==> src/hdl/pcwch_pkg.sv <==
`default_nettype none
// ----------------------------------------------------------------------------
// pcwch_pkg
// shared constants, types and helpers for the canvas writer with color
// histogram: grid geometry, color bins, result codes and control structs
// ----------------------------------------------------------------------------
package pcwch_pkg;

    localparam int GRID_WIDTH  = 96;
    localparam int GRID_HEIGHT = 96;
    localparam int CELL_TOTAL  = GRID_WIDTH * GRID_HEIGHT;

    localparam int ADDR_W = (CELL_TOTAL > 1) ? $clog2(CELL_TOTAL) : 1;
    localparam int XW     = (GRID_WIDTH > 1) ? $clog2(GRID_WIDTH) : 1;
    localparam int YW     = (GRID_HEIGHT > 1) ? $clog2(GRID_HEIGHT) : 1;
    localparam int CNT_W  = $clog2(CELL_TOTAL + 1);

    localparam int SEQ_W     = 32;
    localparam int COORD_W   = 16;
    localparam int COLOR_W   = 8;
    localparam int OUT_CNT_W = 14;
    localparam int NUM_BINS  = 7;

    localparam int IN_W  = 72;
    localparam int OUT_W = 136;

    localparam logic [COLOR_W-1:0] RGB_RED    = 8'hE0;
    localparam logic [COLOR_W-1:0] RGB_GREEN  = 8'h1C;
    localparam logic [COLOR_W-1:0] RGB_BLUE   = 8'h03;
    localparam logic [COLOR_W-1:0] RGB_YELLOW = 8'hFC;
    localparam logic [COLOR_W-1:0] RGB_BLACK  = 8'h00;
    localparam logic [COLOR_W-1:0] RGB_WHITE  = 8'hFF;

    typedef enum logic [2:0] {
        BIN_RED    = 3'd0,
        BIN_GREEN  = 3'd1,
        BIN_BLUE   = 3'd2,
        BIN_YELLOW = 3'd3,
        BIN_BLACK  = 3'd4,
        BIN_WHITE  = 3'd5,
        BIN_OTHER  = 3'd6
    } t_bin;

    typedef enum logic [1:0] {
        STAT_OK  = 2'd0,
        STAT_BAD = 2'd1,
        STAT_DUP = 2'd2
    } t_status;

    typedef enum logic {
        REQ_DRAW  = 1'b0,
        REQ_FRAME = 1'b1
    } t_req;

    typedef struct packed {
        logic clr_we;
        logic rd;
        logic upd;
    } t_cmd;

    typedef struct packed {
        logic clr_done;
    } t_sts;

    function automatic t_bin bin_of(input logic [COLOR_W-1:0] c);
        t_bin b;
        unique case (c)
            RGB_RED:    b = BIN_RED;
            RGB_GREEN:  b = BIN_GREEN;
            RGB_BLUE:   b = BIN_BLUE;
            RGB_YELLOW: b = BIN_YELLOW;
            RGB_BLACK:  b = BIN_BLACK;
            RGB_WHITE:  b = BIN_WHITE;
            default:    b = BIN_OTHER;
        endcase
        return b;
    endfunction

endpackage
`default_nettype wire

==> src/hdl/pcwch_ctrl.sv <==
`default_nettype none
// ----------------------------------------------------------------------------
// pcwch_ctrl
// sequencer: clearing pass after reset, then read / update per item,
// holds the result valid flag
// ----------------------------------------------------------------------------
module pcwch_ctrl (
    input  wire logic            i_clk,
    input  wire logic            i_rst_n,
    input  wire logic            i_s_tvalid,
    output logic                 o_s_tready,
    output logic                 o_m_tvalid,
    input  wire logic            i_m_tready,
    output pcwch_pkg::t_cmd      o_cmd,
    input  wire pcwch_pkg::t_sts i_sts
);
    import pcwch_pkg::*;

    typedef enum logic [1:0] {
        S_CLEAR,
        S_IDLE,
        S_UPD
    } t_state;

    t_state r_state;
    logic   r_out_valid;
    logic   out_free;
    logic   accept;

    assign out_free     = !r_out_valid || i_m_tready;
    assign o_s_tready   = (r_state == S_IDLE);
    assign accept       = i_s_tvalid && o_s_tready;
    assign o_m_tvalid   = r_out_valid;
    assign o_cmd.clr_we = (r_state == S_CLEAR);
    assign o_cmd.rd     = accept;
    assign o_cmd.upd    = (r_state == S_UPD) && out_free;

    always_ff @(posedge i_clk) begin
        if (!i_rst_n) begin
            r_state     <= S_CLEAR;
            r_out_valid <= 1'b0;
        end else begin
            unique case (r_state)
                S_CLEAR: begin
                    if (i_sts.clr_done) begin
                        r_state <= S_IDLE;
                    end
                end
                S_IDLE: begin
                    if (i_s_tvalid) begin
                        r_state <= S_UPD;
                    end
                end
                S_UPD: begin
                    if (out_free) begin
                        r_state <= S_IDLE;
                    end
                end
                default: r_state <= S_CLEAR;
            endcase
            if (o_cmd.upd) begin
                r_out_valid <= 1'b1;
            end else if (i_m_tready) begin
                r_out_valid <= 1'b0;
            end
        end
    end

    a_accept_to_upd: assert property (@(posedge i_clk) disable iff (!i_rst_n)
        accept |=> (r_state == S_UPD))
        else $error("accepted item not followed by update");

    a_clear_after_reset: assert property (@(posedge i_clk)
        $rose(i_rst_n) |-> (r_state == S_CLEAR))
        else $error("clearing pass not started after reset");

    a_upd_gives_result: assert property (@(posedge i_clk) disable iff (!i_rst_n)
        o_cmd.upd |=> r_out_valid)
        else $error("update without result");

endmodule
`default_nettype wire

==> config.mk <==
export PLATFORM = sky130hd
export DESIGN_NAME = pcwch_ctrl
export DESIGN_NICKNAME = d
export VERILOG_FILES = /design/src/hdl/pcwch_pkg.sv /design/src/hdl/pcwch_ctrl.sv
export SDC_FILE = /design/constraint.sdc
export NUM_CORES = 1
export LEC_CHECK = 0
export ABC_AREA = 0
export BUFFER_PORTS_ARGS = -buffer_cell sky130_fd_sc_hd__buf_2
export CAP_MARGIN = 0
export CORE_AREA = 2 2 39 41
export DETAILED_ROUTE_END_ITERATION = 16
export DIE_AREA = 0 0 41 43
export HOLD_SLACK_MARGIN = 0.05
export PLACE_DENSITY_LB_ADDON = 0.12
export SETUP_SLACK_MARGIN = 0.4
export SYNTH_ARGS = -nofsm -noshare
export SYNTH_HDL_FRONTEND = slang
export SYNTH_SLANG_ARGS = --single-unit
export TNS_END_PERCENT = 100
==> constraint.sdc <==
create_clock -name i_clk -period 0.88 [get_ports i_clk]
set_input_delay 0.044 -clock i_clk [delete_from_list [all_inputs] [get_ports i_clk]]
set_output_delay 0.044 -clock i_clk [all_outputs]
set_load 0.01 [all_outputs]
Yosys cells after proc, flatten, opt, wreduce, memory -nomap -nowiden
Index checks and enable logic that the tools add are counted.

storage, ports and cells
  flip-flop bits (word level) = 3
  bits of input ports = 5
  word-level logic and storage cells = 20

operators by class
  eq/ne operators = 5
  muxes and demuxes = 6
  reductions and logical operators = 7

operator list
  cell                                                   number
  2-to-1 mux 2 bit                                       3
  case mux 2 bit (3 select lines)                        1
  inequality test 2 bit, second input constant           2
  AND reduction 3 bit                                    1
  == test 2 x 1 -> 1 bit, second input constant          1
  == test 2 bit, second input constant                   1
  logical AND 1 bit                                      2
  logical NOT 2 bit                                      1
  2-to-1 mux 1 bit                                       2
  inequality test 2 x 1 -> 1 bit, second input constant  1
  nonzero test 2 bit                                     1
  logical NOT 1 bit                                      1
  logical OR 1 bit                                       1

Logic depth before layout (Yosys ltp)
  depth in word-level cells = 4
  gate-level depth with buffers = 2

Least setup slack after synthesis
Ideal clock, no wire load.

  path kind = register to register
  start point = reg r_state[1]
  end point = reg r_state[1]
  arrival = 0.763 ns
  required time = 0.765 ns
  slack = 0.002 ns
  stages on the path, launching flop included = 3
  buffers on the path = 0
  period minus slack after synthesis = 0.878 ns
  cells stage by stage = dfxtp_1 > and3b_2 > o21a_1

between the ends
  cells in the longest elaborated chain, start to end = 3
  elaborated cells on any way between the ends = 8
  those cells by class = eq/ne: 5; mux: 1; reduce/logical: 2

ends and longest elaborated chain
  what                                                                               line              source
  start: declaration                                                                 pcwch_ctrl.sv:25  t_state r_state;
  start signal: assignment                                                           pcwch_ctrl.sv:40  r_state <= S_CLEAR;
  start signal: assignment                                                           pcwch_ctrl.sv:46  r_state <= S_IDLE;
  start signal: assignment                                                           pcwch_ctrl.sv:51  r_state <= S_UPD;
  == test 2 bit (tied with other cells)                                              pcwch_ctrl.sv:43  unique case (r_state)
  inequality test 2 bit (no line) or inequality test 2 x 1 -> 1 bit (tied branches)  --
  AND reduction 3 bit (no line)                                                      --

Parallel ways exist; a longest one is shown, timed or not.
A chain may end at the register's enable or synchronous reset.

==> results.yml <==
status:
  outcome: "finished with violations"
  violations: "setup timing"
critical_path:
  max_stage_delay_ns: 0.36
  critical-path-slowest-cell: "dfxtp_4"
  crit_arrival_ns: 0.95
  crit_family: "flip-flops"
  cp-start-kind: "flip-flop"
  worstPathRequired_ns: 0.84
  path_buf_inv: 1
  cp_max_fo: 7
  path_class: "flip-flop to output port"
  cp-end-kind: "output port"
  critical_path.cell_chain: "nand2b_4 -> nor2b_2 -> buf_2"
final_layout:
  regArea_um2: 68.8
  drive_above_1_share_pct: 64.5
  instances_no_fill: 47
  syn_to_final_growth_pct: 74.1
  final_core_util_pct: 21.9
  nFillCells: 168
  multi_input_area_um2: 113
  finalInstanceArea_um2: 303
  antenna_cells: 0
  layout.nets: 37
global_route:
  grt_pass1_vias: 206
  grt_max_degree: 8
  track_usage_pct: 7.92
  grt_overflow_total: 0
  antenna_found_initial: 0
  grt_pass1_wl_um: 834
timing:
  final.setup.tns_ns: -0.432
  fmax_mhz: 1000
  skew_ns: 0.000136
  hold_viol_final: 0
  timing.final.ws_setup_ns: -0.118
  slew_headroom_pct: 83.8
  setup_viol: 5
  maxSlewViolCount: 0
  period_minus_slack_ns: 0.998
  fin_crit_sh_pct: 113
  rsz0062_at_grt: "true"
  tightest_slew_ns: 0.240
logic_synthesis:
  synth_edf_count: 0
  synthFlopType: "dfxtp_1"
  yosysTopAreaCellShare_pct: 34.5
  syn-num-nets: 23
  yosys-top-cells-area: "dfxtp_1 35%, o41ai_2 9.4%, nand2b_1 7.2%"
  ys_seq_area_share_pct: 34.5
  yosys_warnings: 0
  synth_commonest_cells: "3 x dfxtp_1, 2 x nand2b_1, 2 x nor2_1"
  synth-async-reset-ratio_pct: 0
  synth_top_area_cell: "dfxtp_1"
  ys_types: 14
  synthesis.area_um2: 174
  ys_ff_latch: 3
  synth_cells: 18
  syn_area_per_cell_um2: 9.66
  synth.most_common_cell: "dfxtp_1"
clocking:
  cts_buffers: 3
  clk_latency_ns: 0.23
  tritoncts: "yes"
  clock_path_buffers: 2
  cts.sinks: 3
  ctsRootBufferMaster: "clkbuf_4"
  cts.clk_slew.worst_paths_ns: 0.04
  htree_levels: 1
power:
  cellLeakagePower_nw: 0.140
  p_per_area_nw_per_um2: 1610
  ir_drop_mv: 0.309
route:
  drt-total-wl_um: 443
  wl_per_cell_um: 9.43
  vias_per_cell: 3.72
  drc_errors: 0
  initialDrtViolationCount: 0
  dr.pass1.iters: 1
  ant_nets: 0
  vias: 175
die:
  io_pins: 10
  core_area_um2: 1380
  dieArea_um2: 1760
  placementRows: 14
  fp.dieW_um: 41
  start_util_pct: 12.6
  die_h_um: 43
placement:
  pre_cts_slack_ns: 0.0113
  placed_cells: 42
  dpl_cell_area_um2: 238
  gp_congestion: 0.632
  port_buffers: 9
min_path:
  hold_class: "input pin to flip-flop"
job:
  drv_cap: 0
## worst register-to-register path, delay by kind of cell, from the launching register on
kind                   cells  cell delay (ns)
AO/OA/AOI/OAI              1             0.20
buffers and inverters      1             0.14
flip-flops                 1             0.36
AND/OR/NAND/NOR            1             0.16
## flip-flops by register name, indices dropped and copies added, names as in the netlist
signal,cells
o_m_tvalid,1
r_state,2
## cell type report
class	count	area share, %
sequential	3	22.7
timing repair buffer	10	23.6
inverter	1	1.24
multi-input combinational	13	37.2
clock buffer	4	8.68
tap	16	6.61
## kinds of logic after synthesis
group	Yosys count	share of synthesized area, %
buf+inv	2	6.47
flops	3	34.5
compound gates	3	16.5
simple gates	10	42.5
## stage by stage
step                      power, mW  hold slack [ns]
after floorplan               0.198            0.161
after global placement        0.225            0.300
after detailed placement      0.224            0.293
after CTS                     0.501           0.0384
after global routing          0.532           0.0538
final                         0.486           0.0525
## worst paths after layout
check	from	slack, ns	endpoint	depth (start not counted)
min	i_rst_n	0.05	r_state[1]	2
max	r_state[0]	-0.12	o_cmd[0]	3
max reg2reg	r_state[1]	-0.08	r_state[0]	3
min reg2reg	r_state[0]	0.49	r_state[0]	1
## power by group
part | leakage [nW] | internal, mW | switching (mW)
Clock | 0.0150 | 0.170 | 0.0785
Combinational | 0.0991 | 0.0505 | 0.0305
Sequential | 0.0264 | 0.143 | 0.0130
Total | 0.140 | 0.364 | 0.122
## cell usage in the layout (no fill, tap or decap)
cell type  n
and3b_2    1
dfxtp_4    2
nand4bb_1  1
nand2b_1   1
buf_4      1
nor2b_2    1
buf_6      3
clkbuf_1   1
clkbuf_4   3
nand2b_4   1
nor4bb_1   1
and2b_1    1
o41ai_2    1
inv_1      1
buf_2      6
and3b_1    1
a21oi_1    1
o21a_1     1
nor2_1     2
dfxtp_2    1
## layer usage
metal / routed length (µm) / global-route usage, % / vias up
met5: 0 / 0 / -
met4: 0 / 8.00 / 0
met3: 34 / 6.28 / 0
met2: 243 / 9.38 / 4
met1: 165 / 8.01 / 80
li1: - / - / 91
## timing repair
action,4_1_cts,5_1_grt
gates resized for setup,4,2
setup endpoints to repair,8,8
setup buffers,1,0
pin swaps,0,1
hold endpoints to repair,1,0
No activity file was read; power rests on OpenSTA's default activity.
